<file path="src/design/multi_stack_shared_free_list_assert.svh">
// Assertion macros for the shared free-list stack block.
// Included by the top-level RTL file, which carries the concurrent checks; depends on nothing.
`ifndef MULTI_STACK_SHARED_FREE_LIST_ASSERT_SVH
`define MULTI_STACK_SHARED_FREE_LIST_ASSERT_SVH
`ifndef SYNTHESIS
// Same-cycle implication, disabled while reset is high.
`define MSFL_ASSERT_IMP(label, clk, rst, ante, cons, msg) \
   label: assert property (@(posedge clk) disable iff (rst) (ante) |-> (cons)) \
      else $error(msg);
// Next-cycle implication, disabled while reset is high.
`define MSFL_ASSERT_NXT(label, clk, rst, ante, cons, msg) \
   label: assert property (@(posedge clk) disable iff (rst) (ante) |=> (cons)) \
      else $error(msg);
`else
`define MSFL_ASSERT_IMP(label, clk, rst, ante, cons, msg)
`define MSFL_ASSERT_NXT(label, clk, rst, ante, cons, msg)
`endif
`endif

</file>
<file path="src/design/msfl_pkg.sv">
// Package for the shared free-list stack block: item types, codes and defaults.
// Used by every module of the block; depends on nothing.
package msfl_pkg;

   localparam int NUM_STACKS_DEF = 4;
   localparam int CAPACITY_DEF   = 16;
   localparam int VALUE_W        = 32;
   localparam int STACK_ID_W     = 2;

   typedef enum logic {
      CMD_PUSH = 1'b0,
      CMD_POP  = 1'b1
   } cmd_type;

   typedef enum logic [1:0] {
      ST_OK        = 2'd0,
      ST_OVERFLOW  = 2'd1,
      ST_UNDERFLOW = 2'd2
   } status_type;

   typedef struct packed {
      cmd_type                cmd;
      logic [STACK_ID_W-1:0]  stack_id;
      logic signed [VALUE_W-1:0] push_value;
   } req_item_type;

   typedef struct packed {
      logic signed [VALUE_W-1:0] pop_value;
      status_type                status;
   } rsp_item_type;

   // Controls of the head table.
   typedef struct packed {
      logic rd_en;
      logic wr_en;
   } head_ctl_type;

   // Controls of the slot store.
   typedef struct packed {
      logic rd_en;
      logic data_we;
      logic link_we;
   } slot_ctl_type;

endpackage

</file>
<file path="src/design/multi_stack_shared_free_list.sv">
// Several LIFO stacks kept in one shared store of CAPACITY slots, chained through a
// linked free list. Each item is a push or a pop on one stack and gives exactly one
// result: the popped value (zero on a push or an error) and a status of ok, overflow
// or underflow. From acceptance to a registered result, an item first reads the
// stack's head pointer, then reads the link and value of the slot concerned, and
// then updates the memories and loads the result. The chain of two dependent
// memory reads sets this order. A new item is accepted once the previous one has
// loaded its result, even if that result is still waiting to be taken; if the
// result register is full, the update cycle waits for it.
// No clearing pass follows reset: a fill count reproduces the initial free chain.
`include "multi_stack_shared_free_list_assert.svh"

module multi_stack_shared_free_list #(
   parameter int NUM_STACKS = msfl_pkg::NUM_STACKS_DEF,
   parameter int CAPACITY   = msfl_pkg::CAPACITY_DEF
) (
   input  logic                   clock,
   input  logic                   reset,
   input  logic                   req_valid,
   output logic                   req_ready,
   input  msfl_pkg::req_item_type req_item,
   output logic                   rsp_valid,
   input  logic                   rsp_ready,
   output msfl_pkg::rsp_item_type rsp_item
);
   import msfl_pkg::*;

   // Pointers carry one extra code, CAPACITY itself, meaning null.
   localparam int PTR_W     = $clog2(CAPACITY + 1);
   localparam int SID_IDX_W = (NUM_STACKS > 1) ? $clog2(NUM_STACKS) : 1;
   localparam int SID_EXT_W = (SID_IDX_W > STACK_ID_W) ? SID_IDX_W : STACK_ID_W;
   localparam logic [PTR_W-1:0] NULL_PTR = PTR_W'(CAPACITY);

   typedef enum logic [2:0] {
      S_IDLE = 3'b001,
      S_HEAD = 3'b010,
      S_SLOT = 3'b100
   } state_type;

   state_type    state_ff, state_in;
   req_item_type item_ff;
   logic [PTR_W-1:0] free_head_ff, free_head_in;
   logic         rsp_valid_ff, rsp_valid_in;
   rsp_item_type rsp_item_ff, rsp_item_in;

   logic         accept;
   logic         commit;
   logic         in_range;
   logic         push_ok;
   logic         pop_ok;

   logic [SID_EXT_W-1:0] req_sid_ext;
   logic [SID_EXT_W-1:0] item_sid_ext;
   logic [SID_IDX_W-1:0] req_sid_idx;
   logic [SID_IDX_W-1:0] item_sid_idx;

   head_ctl_type head_ctl;
   logic [PTR_W-1:0] head_wr_ptr;
   logic [PTR_W-1:0] head_ptr;

   slot_ctl_type slot_ctl;
   logic [PTR_W-1:0] slot_rd_addr;
   logic [PTR_W-1:0] slot_wr_addr;
   logic [PTR_W-1:0] slot_wr_link;
   logic signed [VALUE_W-1:0] slot_rd_data;
   logic [PTR_W-1:0] slot_rd_link;

   // Handshake. The head read is issued in the cycle the item is accepted.
   assign req_ready = (state_ff == S_IDLE);
   assign accept    = req_valid && req_ready;
   // The update cycle completes only when the result register can take the result.
   assign commit    = (state_ff == S_SLOT) && (!rsp_valid_ff || rsp_ready);

   assign req_sid_ext  = SID_EXT_W'(req_item.stack_id);
   assign item_sid_ext = SID_EXT_W'(item_ff.stack_id);
   assign req_sid_idx  = req_sid_ext[SID_IDX_W-1:0];
   assign item_sid_idx = item_sid_ext[SID_IDX_W-1:0];

   // Stack numbers beyond the configured count change nothing and report an error.
   assign in_range = (32'(item_ff.stack_id) < 32'(NUM_STACKS));
   assign push_ok  = (item_ff.cmd == CMD_PUSH) && in_range && (free_head_ff != NULL_PTR);
   assign pop_ok   = (item_ff.cmd == CMD_POP) && in_range && (head_ptr != NULL_PTR);

   always_comb begin
      state_in = state_ff;
      unique case (state_ff)
         S_IDLE: begin
            if (accept) begin
               state_in = S_HEAD;
            end
         end
         S_HEAD: begin
            state_in = S_SLOT;
         end
         S_SLOT: begin
            if (commit) begin
               state_in = S_IDLE;
            end
         end
         default: begin
            state_in = S_IDLE;
         end
      endcase
   end

   // Memory controls. In the head cycle the slot of interest is read: the free-list
   // head for a push, the stack's top for a pop. Writes happen only at commit, and
   // the next item's reads come after that, so no forwarding is needed.
   always_comb begin
      head_ctl.rd_en = accept;
      head_ctl.wr_en = commit && (push_ok || pop_ok);
      head_wr_ptr    = push_ok ? free_head_ff : slot_rd_link;

      slot_ctl.rd_en   = (state_ff == S_HEAD);
      slot_ctl.data_we = commit && push_ok;
      slot_ctl.link_we = commit && (push_ok || pop_ok);
      slot_rd_addr     = (item_ff.cmd == CMD_PUSH) ? free_head_ff : head_ptr;
      slot_wr_addr     = push_ok ? free_head_ff : head_ptr;
      // A pushed slot links to the old top; a popped slot links to the free list.
      slot_wr_link     = push_ok ? head_ptr : free_head_ff;
   end

   always_comb begin
      free_head_in = free_head_ff;
      if (commit && push_ok) begin
         free_head_in = slot_rd_link;
      end else if (commit && pop_ok) begin
         free_head_in = head_ptr;
      end
   end

   always_comb begin
      rsp_valid_in = rsp_valid_ff;
      rsp_item_in  = rsp_item_ff;
      if (commit) begin
         rsp_valid_in          = 1'b1;
         rsp_item_in.pop_value = pop_ok ? slot_rd_data : '0;
         if (item_ff.cmd == CMD_PUSH) begin
            rsp_item_in.status = push_ok ? ST_OK : ST_OVERFLOW;
         end else begin
            rsp_item_in.status = pop_ok ? ST_OK : ST_UNDERFLOW;
         end
      end else if (rsp_ready) begin
         rsp_valid_in = 1'b0;
      end
   end

   always_ff @(posedge clock) begin
      if (reset) begin
         state_ff     <= S_IDLE;
         free_head_ff <= '0;
         rsp_valid_ff <= 1'b0;
      end else begin
         state_ff     <= state_in;
         free_head_ff <= free_head_in;
         rsp_valid_ff <= rsp_valid_in;
      end
   end

   always_ff @(posedge clock) begin
      if (accept) begin
         item_ff <= req_item;
      end
      rsp_item_ff <= rsp_item_in;
   end

   assign rsp_valid = rsp_valid_ff;
   assign rsp_item  = rsp_item_ff;

   msfl_head_table #(
      .NUM_STACKS (NUM_STACKS),
      .CAPACITY   (CAPACITY),
      .PTR_W      (PTR_W),
      .SID_IDX_W  (SID_IDX_W)
   ) u_head_table (
      .clock  (clock),
      .reset  (reset),
      .ctl    (head_ctl),
      .rd_idx (req_sid_idx),
      .wr_idx (item_sid_idx),
      .wr_ptr (head_wr_ptr),
      .rd_ptr (head_ptr)
   );

   msfl_slot_store #(
      .CAPACITY (CAPACITY),
      .PTR_W    (PTR_W)
   ) u_slot_store (
      .clock   (clock),
      .reset   (reset),
      .ctl     (slot_ctl),
      .rd_addr (slot_rd_addr),
      .wr_addr (slot_wr_addr),
      .wr_data (item_ff.push_value),
      .wr_link (slot_wr_link),
      .rd_data (slot_rd_data),
      .rd_link (slot_rd_link)
   );

   // A committed item always leaves a result in the output register.
   `MSFL_ASSERT_NXT(a_commit_loads_result, clock, reset, commit, rsp_valid_ff, "commit without result")
   // A successful pop puts the popped slot at the head of the free list.
   `MSFL_ASSERT_NXT(a_pop_frees_slot, clock, reset, commit && pop_ok, free_head_ff == $past(head_ptr), "popped slot not freed")
   // A successful push takes the free-list head's successor as the new free head.
   `MSFL_ASSERT_NXT(a_push_advances_free, clock, reset, commit && push_ok, free_head_ff == $past(slot_rd_link), "free list not advanced")
   // No item is accepted while another one is still being worked on.
   `MSFL_ASSERT_IMP(a_one_item_at_a_time, clock, reset, accept, state_ff == S_IDLE, "item accepted while busy")

endmodule

</file>
<file path="src/design/msfl_head_table.sv">
// Head pointer table: one top-of-stack pointer per stack in a synchronous memory.
// Valid bits make unwritten entries read as null. Depends on msfl_pkg.
module msfl_head_table #(
   parameter int NUM_STACKS = 4,
   parameter int CAPACITY   = 16,
   parameter int PTR_W      = 5,
   parameter int SID_IDX_W  = 2
) (
   input  logic                  clock,
   input  logic                  reset,
   input  msfl_pkg::head_ctl_type ctl,
   input  logic [SID_IDX_W-1:0]  rd_idx,
   input  logic [SID_IDX_W-1:0]  wr_idx,
   input  logic [PTR_W-1:0]      wr_ptr,
   output logic [PTR_W-1:0]      rd_ptr
);
   import msfl_pkg::*;

   localparam logic [PTR_W-1:0] NULL_PTR = PTR_W'(CAPACITY);

   logic [PTR_W-1:0]      head_mem [0:NUM_STACKS-1];
   logic [NUM_STACKS-1:0] valid_ff;
   logic [NUM_STACKS-1:0] valid_in;
   logic [PTR_W-1:0]      rd_ptr_ff;

   always_comb begin
      valid_in = valid_ff;
      if (ctl.wr_en) begin
         valid_in[wr_idx] = 1'b1;
      end
   end

   always_ff @(posedge clock) begin
      if (reset) begin
         valid_ff <= '0;
      end else begin
         valid_ff <= valid_in;
      end
   end

   always_ff @(posedge clock) begin
      if (ctl.wr_en) begin
         head_mem[wr_idx] <= wr_ptr;
      end
      if (ctl.rd_en) begin
         rd_ptr_ff <= valid_ff[rd_idx] ? head_mem[rd_idx] : NULL_PTR;
      end
   end

   assign rd_ptr = rd_ptr_ff;

endmodule

</file>
<file path="src/design/msfl_slot_store.sv">
// Slot store: value and link memories, one read and one write port each.
// A fill count stands in for the reset chain of links. Depends on msfl_pkg.
module msfl_slot_store #(
   parameter int CAPACITY = 16,
   parameter int PTR_W    = 5
) (
   input  logic                          clock,
   input  logic                          reset,
   input  msfl_pkg::slot_ctl_type        ctl,
   input  logic [PTR_W-1:0]              rd_addr,
   input  logic [PTR_W-1:0]              wr_addr,
   input  logic signed [msfl_pkg::VALUE_W-1:0] wr_data,
   input  logic [PTR_W-1:0]              wr_link,
   output logic signed [msfl_pkg::VALUE_W-1:0] rd_data,
   output logic [PTR_W-1:0]              rd_link
);
   import msfl_pkg::*;

   localparam int IDX_W = $clog2(CAPACITY);

   logic signed [VALUE_W-1:0] data_mem [0:CAPACITY-1];
   logic [PTR_W-1:0]          link_mem [0:CAPACITY-1];

   logic signed [VALUE_W-1:0] data_rd_ff;
   logic [PTR_W-1:0]          link_rd_ff;
   logic [PTR_W-1:0]          addr_ff;
   logic                      fresh_rd_ff;

   // Slots at or above the fill count have never been taken; their link is
   // implicitly the next slot, the last one linking to null.
   logic [PTR_W-1:0] fill_ff;
   logic [PTR_W-1:0] fill_in;

   always_comb begin
      fill_in = fill_ff;
      if (ctl.data_we && (wr_addr == fill_ff)) begin
         fill_in = fill_ff + PTR_W'(1);
      end
   end

   always_ff @(posedge clock) begin
      if (reset) begin
         fill_ff <= '0;
      end else begin
         fill_ff <= fill_in;
      end
   end

   always_ff @(posedge clock) begin
      if (ctl.data_we) begin
         data_mem[wr_addr[IDX_W-1:0]] <= wr_data;
      end
      if (ctl.link_we) begin
         link_mem[wr_addr[IDX_W-1:0]] <= wr_link;
      end
      if (ctl.rd_en) begin
         data_rd_ff  <= data_mem[rd_addr[IDX_W-1:0]];
         link_rd_ff  <= link_mem[rd_addr[IDX_W-1:0]];
         addr_ff     <= rd_addr;
         fresh_rd_ff <= (rd_addr >= fill_ff);
      end
   end

   assign rd_data = data_rd_ff;
   assign rd_link = fresh_rd_ff ? (addr_ff + PTR_W'(1)) : link_rd_ff;

endmodule

</file>
<file path="config.mk">
export PLATFORM = sky130hd
export DESIGN_NAME = multi_stack_shared_free_list
export DESIGN_NICKNAME = d
export VERILOG_FILES = /design/src/design/msfl_pkg.sv /design/src/design/multi_stack_shared_free_list.sv /design/src/design/msfl_head_table.sv /design/src/design/msfl_slot_store.sv
export VERILOG_INCLUDE_DIRS = /design/src /design/src/design
export SDC_FILE = /design/constraint.sdc
export NUM_CORES = 1
export LEC_CHECK = 0
export BUFFER_PORTS_ARGS = -buffer_cell sky130_fd_sc_hd__buf_2
export CELL_PAD_IN_SITES_DETAIL_PLACEMENT = 1
export CELL_PAD_IN_SITES_GLOBAL_PLACEMENT = 2
export CORE_ASPECT_RATIO = 0.9
export CORE_MARGIN = 5
export CORE_UTILIZATION = 46
export CTS_CLUSTER_SIZE = 24
export DETAILED_ROUTE_END_ITERATION = 7
export HOLD_SLACK_MARGIN = 0.12
export PLACE_DENSITY_LB_ADDON = 0.1
export SYNTH_ARGS = -nofsm -noshare
export SYNTH_HDL_FRONTEND = slang
export SYNTH_SLANG_ARGS = --single-unit
</file>
<file path="constraint.sdc">
create_clock -name clock -period 4.6 [get_ports clock]
set_input_delay 0.46 -clock clock [delete_from_list [all_inputs] [get_ports clock]]
set_output_delay 0.46 -clock clock [all_outputs]
set_load 0.02 [all_outputs]
</file>
==> results of run 1 <==
-- worst max path at each step --
| stage | start | endpoint | slack [ns] | cells past startpoint |
|---|---|---|---|---|
| after detailed placement | item_ff[34] | u_slot_store.data_mem[10][4] | 1.01 | 8 |
| final | item_ff[34] | u_slot_store.data_mem[10][10] | 1.00 | 8 |
| after CTS | item_ff[34] | u_slot_store.data_mem[5][25] | 0.98 | 8 |
| after floorplan | state_ff[1] | u_slot_store.addr_ff[0] | 0.54 | 1 |
| after global routing | item_ff[34] | u_slot_store.data_mem[10][10] | 0.80 | 8 |
| after global placement | item_ff[34] | u_slot_store.data_mem[10][2] | 1.07 | 8 |
-- synthesized netlist by cell type, types with 3 or more instances --
library cell / instances / share of area [%]
a21o_1: 4 / 0.10
mux2_1: 5 / 0.19
and3_1: 3 / 0.064
nor2_1: 48 / 0.61
mux4_2: 43 / 3.3
nand2b_1: 10 / 0.21
nand2_1: 324 / 4.1
a31oi_1: 39 / 0.83
ha_1: 7 / 0.30
mux2i_1: 153 / 5.2
nor2b_1: 39 / 0.83
xnor2_1: 3 / 0.089
inv_2: 5 / 0.064
and2_1: 36 / 0.77
nand3_1: 236 / 4.0
nor4_1: 3 / 0.064
a21oi_1: 9 / 0.15
a32oi_1: 4 / 0.12
o21ai_1: 6 / 0.10
inv_1: 11 / 0.14
edfxtp_1: 729 / 75
clkbuf_1: 71 / 0.91
dfxtp_1: 18 / 1.2
nor3_1: 8 / 0.14
buf_2: 27 / 0.46
buf_1: 9 / 0.12
nor3b_1: 3 / 0.077
o21ai_0: 7 / 0.12
-- per-layer routing --
layer,part of all wire (%),global-route usage [%],vias to the layer above
met3,4.1,3.11,86
met5,0,0,-
met1,47,31.4,8541
met2,47,34.0,341
li1,-,-,7379
met4,1.6,4.44,0
-- critical path, delay by kind of cell (launching register included) --
family                 cells  cell delay, ns
AND/OR/NAND/NOR            3            1.55
buffers and inverters      4            1.01
flip-flops                 1            0.56
AO/OA/AOI/OAI              1            0.13
-- area by class of cell --
cell class | count | area, um^2
repair buffers | 156 | 1210
well taps | 845 | 1060
inverters | 16 | 68.8
clock buffers | 107 | 2110
flip-flops and latches | 747 | 22300
multi-input cells | 1026 | 6790
fillers | 5934 | 29100
clock inverters | 28 | 312
-- per-stage QoR --
stage / setup WS, ns / total power (uW) / hold slack [ns] / instance area, um^2
6_report: 1.00 / 14400 / 0.166 / 33800
5_1_grt: 0.797 / 14900 / 0.147 / 33800
4_1_cts: 0.980 / 14500 / 0.136 / 33800
3_5_place_dp: 1.01 / 8430 / 0.467 / 31000
3_3_place_gp: 1.07 / 8410 / 0.449 / 31000
2_1_floorplan: 0.537 / 8150 / 0.432 / 29400
-- cells by family after synthesis --
group | synth area share (%)
buffers and inverters | 1.69
flip-flops | 75.8
XOR/XNOR | 0.149
AO/OA/AOI/OAI | 2.10
AND/OR/NAND/NOR | 11.2
multiplexers | 8.79
adder cells (fa/ha/maj) | 0.298
-- power by group through the flow --
stage                     Sequential [uW]  Combinational (uW)  Clock [uW]
after floorplan                      7730                 422           0
after global placement               7780                 632           0
after detailed placement             7790                 643           0
after CTS                            7640                 668        6230
after global routing                 7650                 716        6530
final                                7640                 657        6080
-- state kept, by name, indices dropped and copies added, names as in the netlist --
register / cells
u_slot_store.link_rd_ff: 5
u_slot_store.rd_data: 32
rsp_valid: 1
u_slot_store.link_mem: 80
u_slot_store.data_mem: 512
u_slot_store.addr_ff: 5
u_slot_store.fill_ff: 5
state_ff: 3
item_ff: 33
u_head_table.rd_ptr: 5
u_slot_store.fresh_rd_ff: 1
rsp_item: 34
free_head_ff: 5
item_sid_ext: 2
u_head_table.head_mem: 20
u_head_table.valid_ff: 4
-- cell usage in the layout (no fill, tap or decap), types with 3 or more instances in the layout --
cell | netlist | layout
mux4_2 | 43 | 43
buf_4 | 0 | 38
nor2_4 | 0 | 16
mux2_1 | 5 | 5
nor3_1 | 8 | 8
o21ai_0 | 7 | 7
nor2_1 | 48 | 32
a21o_1 | 4 | 4
nand2b_1 | 10 | 10
and2_1 | 36 | 36
nor2b_1 | 39 | 39
xnor2_1 | 3 | 3
inv_1 | 11 | 10
nand3_1 | 236 | 236
inv_2 | 5 | 4
mux2i_1 | 153 | 152
clkbuf_16 | 0 | 80
nand2_1 | 324 | 324
inv_6 | 0 | 3
clkinv_1 | 0 | 10
clkbuf_1 | 71 | 26
clkinvlp_4 | 0 | 3
o21ai_1 | 6 | 6
a21oi_1 | 9 | 7
nor4_1 | 3 | 3
bufinv_16 | 0 | 6
buf_12 | 0 | 11
ha_1 | 7 | 7
dfxtp_1 | 18 | 18
and3_1 | 3 | 3
buf_2 | 27 | 74
a32oi_1 | 4 | 4
dlygate4sd3_1 | 0 | 33
clkinv_2 | 0 | 6
edfxtp_1 | 729 | 729
a31oi_1 | 39 | 39
-- repair_timing --
action | in CTS | in global routing
resized for setup | 0 | 0
buffers inserted | 0 | 0
hold buffers | 33 | 0
hold endpoints to repair | 33 | 0
==> impl_metrics.csv, run 1 <==
group,metric,value,unit
clock_network,clk_latency,0.62,ns
job,drv_cap,0,
final_layout,nets,2070,
die,chipWidth,276,um
worst_hold_path,whs_endpoint,"state_ff[1]",
final_layout,fin_util,53.7,%
final_layout,finalNonFillerCells,2925,
critical_path,slowest_delay,0.73,ns
global_routing,grt.overflow.total,0,
timing,clock_skew,0.0167,ns
critical_path,path_common_cell,"buf_4",
critical_path,cp.required,4.90,ns
critical_path,cp-end-kind,"flip-flop",
die,fp.coreArea,0.0629,mm^2
yosys,syn_nets,1942,
routing,drc,0,
routing,dr.pass1.iters,5,
clock_network,clock-root-buffer,"clkbuf_16",
timing,rsz0062_at_grt,"false",
power,p_sw,3050,uW
routing,num_vias,16300,
die,start_util,46.7,%
clock_network,cts_buffer_depth,3,
yosys,synthArstFlopShare,0,%
routing,wire_per_inst,25.2,um
timing,max_freq,278,MHz
worst_hold_path,hp-class,"in2reg",
routing,drt_iter0_markers,1308,
final_layout,antenna_cells,0,
timing,slew_headroom,35.0,%
power,p_leak,0.0112,uW
global_routing,antenna_found_initial,2,
yosys,ys_types,54,
placement,gp_congestion,0.801,
power,p_int,11300,uW
global_routing,grt_max_degree,150,
global_routing,grt_pass1_wl,112,mm
die,dieArea,0.0690,mm^2
power,clock_power_share,42.3,%
clock_network,tritoncts,"built",
critical_path,worst_path_max_delay_cell,"nor2_4",
critical_path,r2r_start,"item_ff[34]",
placement,portBuffers,74,
critical_path,crit_fanout,18,
yosys,synth_edf_count,729,
yosys,ys_seq_area_share,75.8,%
critical_path,cp_data_arrival_time,3.90,ns
yosys,syn_avg_cell_area,15.5,um^2
power,p_per_area,425,mW/mm^2
timing,setup_viol,0,
critical_path,reg2regPathDepth,8,
clock_network,cts.sinks,747,
worst_hold_path,whs_path_depth,3,
routing,antenna_left,0,
routing,wirelength,73.7,mm
clock_network,path_clk_slew,0.07,ns
yosys,ys_seq_elements,747,
power,power_frac_seq,53.1,%
power,p_comb_share,4.6,%
critical_path,crit_chain,"buf_4 > inv_1 > o21ai_1 > buf_4 > nor2_1 > nand3_1 > nor2_4 > buf_4",
power,swShare,21.2,%
timing,finalHoldViolations,0,
clock_network,cts_buffers,77,
worst_hold_path,min_from,"req_valid",
routing,via_per_inst,5.59,
timing,max_slew.worst_pin.slew,0.968,ns
timing,finalWorstPathRequiredPeriod,3.60,ns
final_layout,area_growth,15.1,%
global_routing,first_global_vias,17300,
global_routing,grt.total_usage,21.2,%
yosys,netlist_instances,1896,
die,die_h,250,um
final_layout,layout-drive-gt1-share,14.2,%
critical_path,rr_endpoint,"u_slot_store.data_mem[10][10]",
yosys,synth_area,0.0294,mm^2
power,max-vdd-ir-drop,304,uV
critical_path,path_class,"reg2reg",
timing,fin_crit_sh,78.2,%
timing,tns,0,ns
die,num_rows,87,
critical_path,crit_path_start_kind,"flip-flop",
placement,hpwl,41.4,mm
timing,slew_violations,0,
clock_network,cts_max_level,3,
die,pin_count,75,
yosys,yosys_warnings,0,
status,outcome,"finished clean",
placement,dp_cells,2757,
critical_path,rrSetupSlack,1.00,ns
yosys,synth_ff_type,"edfxtp_1",
Note: power is estimated with default switching activity, not from simulation.
==> run 2, diff against run 1 <==
--- a/config.mk
+++ b/config.mk
@@ -6,12 +6,13 @@
 export SDC_FILE = /design/constraint.sdc
 export NUM_CORES = 1
 export LEC_CHECK = 0
+export ABC_AREA = 1
 export BUFFER_PORTS_ARGS = -buffer_cell sky130_fd_sc_hd__buf_2
 export CELL_PAD_IN_SITES_DETAIL_PLACEMENT = 1
 export CELL_PAD_IN_SITES_GLOBAL_PLACEMENT = 2
 export CORE_ASPECT_RATIO = 0.9
 export CORE_MARGIN = 5
-export CORE_UTILIZATION = 46
+export CORE_UTILIZATION = 44
 export CTS_CLUSTER_SIZE = 24
 export DETAILED_ROUTE_END_ITERATION = 7
 export HOLD_SLACK_MARGIN = 0.12
==> constraint.sdc (replaced) <==
create_clock -name clock -period 3.7 [get_ports clock]
set_input_delay 0.37 -clock clock [delete_from_list [all_inputs] [get_ports clock]]
set_output_delay 0.37 -clock clock [all_outputs]
set_load 0.02 [all_outputs]
==> run 2 against run 1 <==
Net effect: first-iteration DRC count is 3.4% higher; sequential share of layout area about the same; design area hardly changed; maximum frequency rose by 21%; combinational power is 70% higher; sequential power is 25% higher.
==> impl_metrics.csv, run 2 <==
group,metric,value,unit
power,p_leak,0.0112,uW
yosys,synth.largest_area_cell,"edfxtp_1",
timing,hold_slack,0.451,ns
clock_network,path_clk_slew,0.06,ns
final_layout,fillers,6520,
yosys,syn_avg_cell_area,13.0,um^2
timing,finalWorstPathRequiredPeriod,2.98,ns
timing,max_slew.worst_pin.slew,0.996,ns
placement,post-place-ws,0.704,ns
timing,finalHoldViolations,0,
global_routing,grt.total_usage,21.3,%
clock_network,post-cts-setup-buffers,0,
global_routing,grt_pass1_wl,117,mm
yosys,yosys-top-cells-count,"edfxtp_1 (729), nor2_1 (543), o21ai_0 (313), o211ai_1 (150), nand2_1 (113)",
yosys,ys_types,36,
yosys,synth_area,0.0293,mm^2
die,chipWidth,282,um
routing,wirelength,76.6,mm
timing,timing.final.ws_setup,0.723,ns
yosys,synth_edf_count,729,
final_layout,largest_reg_flops,512,
critical_path,crit_path_start_kind,"flip-flop",
power,max-vdd-ir-drop,400,uV
global_routing,first_global_vias,18800,
final_layout,layout-drive-gt1-share,11.1,%
timing,setup_viol,0,
status,outcome,"finished clean",
timing,slew_violations,0,
clock_network,cts_max_level,3,
power,p_per_area,537,mW/mm^2
clock_network,cts_buffer_depth,3,
routing,drc,0,
clock_network,clk_latency,0.63,ns
placement,portBuffers,74,
final_layout,final_cell_mix,"edfxtp_1 (729), nor2_1 (530), o21ai_0 (309)",
timing,max_freq,336,MHz
die,fp.coreArea,0.0657,mm^2
yosys,yosysMostFrequentCell,"edfxtp_1",
critical_path,cp.required,4.01,ns
timing,clock_skew,0.0233,ns
yosys,ys_seq_elements,747,
placement,gp_congestion,0.816,
placement,hpwl,42.2,mm
routing,antenna_left,0,
timing,rsz0062_at_grt,"false",
timing,slew_headroom,33.4,%
routing,via_per_inst,5.54,
critical_path,path_class,"reg2reg",
yosys,syn_nets,2293,
placement,dp_cells,3112,
yosys,yosys_warnings,0,
final_layout,nets,2411,
timing,fin_crit_sh,80.5,%
die,start_util,44.6,%
die,die_h,255,um
global_routing,grt_max_degree,168,
clock_network,tritoncts,"built",
clock_network,hold_buffers,38,
yosys,synthArstFlopShare,0,%
yosys,synth.top_cell.area_share,74.8,%
routing,drt_iter0_markers,1352,
critical_path,crit_fanout,17,
final_layout,area_growth,15.4,%
yosys,ys_seq_area_share,76.0,%
yosys,netlist_instances,2247,
job,drv_cap,0,
routing,num_vias,18200,
critical_path,cp_data_arrival_time,3.29,ns
clock_network,post_cts_resized,0,
routing,wire_per_inst,23.3,um
final_layout,antenna_cells,0,
die,num_rows,89,
die,pin_count,75,
power,power,18100,uW
critical_path,cp-end-kind,"flip-flop",
yosys,ys_top_cells_by_area,"edfxtp_1 (75%), nor2_1 (7.0%), o21ai_0 (5.4%)",
worst_hold_path,hp-class,"in2reg",
global_routing,antenna_found_initial,1,
clock_network,clock-root-buffer,"clkbuf_16",
clock_network,cts_buffers,77,
clock_network,cts.sinks,747,
yosys,synth_ff_type,"edfxtp_1",
global_routing,grt.overflow.total,0,
final_layout,finalNonFillerCells,3292,
die,dieArea,0.0718,mm^2
final_layout,final_common_cell,"edfxtp_1",
routing,dr.pass1.iters,5,
run 2: changes by cell type in the layout (fill, tap and decap cells not counted), moves of 38 or more:
cell and change:
nand2_1 -212, nor2b_1 -39, nand3_1 -192, inv_1 +69
mux4_2 -43, o211ai_1 +148, o21ai_1 +49, nor2_1 +498
o21ai_0 +302, a31oi_1 -38, mux2i_1 -151
run 2: routing by layer:
| layer | track usage [%] | up-vias | part of all wire (%) | routed length, um |
|---|---|---|---|---|
| met1 | 31.3 | 9355 | 47 | 36200 |
| met4 | 4.78 | 0 | 2.1 | 1590 |
| li1 | - | 8410 | - | - |
| met5 | 0 | - | 0 | 0 |
| met2 | 34.2 | 371 | 46 | 35500 |
| met3 | 3.33 | 108 | 4.3 | 3320 |
run 2: kinds of logic (layout without fill, tap and decap cells):
kind of cell / after synthesis / after routing / synth area share [%]
XOR/XNOR: 2 / 2 / 0.0599
adder cells (fa/ha/maj): 7 / 7 / 0.299
buffers and inverters: 215 / 396 / 3.06
flip-flops: 747 / 747 / 76.0
multiplexers: 1 / 1 / 0.0342
AND/OR/NAND/NOR: 734 / 734 / 9.82
AO/OA/AOI/OAI: 541 / 541 / 10.7
run 2: path summary, 6_finish.rpt:
path	start	to	slack (ns)	cells past startpoint
worst max-delay path	item_ff[34]	u_slot_store.data_mem[9][27]	0.72	8
worst min-delay path	req_item[1]	item_ff[1]	0.45	2
worst max register to register	item_ff[34]	u_slot_store.data_mem[9][27]	0.72	8
worst min register to register	u_head_table.valid_ff[2]	u_head_table.valid_ff[2]	0.47	2
run 2: cell type report:
class,count,area [um^2],share of cell area (%)
Sequential cell,747,22300,65.9
Clock inverter,47,412,1.22
Timing Repair Buffer,170,1400,4.14
Inverter,84,323,0.956
Tap cell,864,1080,3.20
Clock buffer,95,1990,5.90
Multi-Input combinational cell,1285,6320,18.7
run 2: critical path, stage by stage (launching register included):
cell	delay (ns)
edfxtp_1	0.51
inv_2	0.32
nand2_2	0.28
nand2_1	0.18
nand2_1	0.14
nor2_1	0.27
nand2_1	0.17
nor2_4	0.54
buf_12	0.25
run 2: through the flow:
| stage | instance area, um^2 | util, % | setup TNS (ns) |
|---|---|---|---|
| 3_3_place_gp | 31000 | 47.2 | 0 |
| 2_1_floorplan | 29300 | - | -123.72 |
| 3_5_place_dp | 31000 | 47.2 | 0 |
| 4_1_cts | 33800 | 51.4 | 0 |
| 6_report | 33800 | 51.4 | 0 |
| 5_1_grt | 33800 | 51.4 | 0 |
run 2: where the power goes:
group	internal (uW)	switching, uW
combinational	334	782
sequential	9420	137
clock	4210	3250
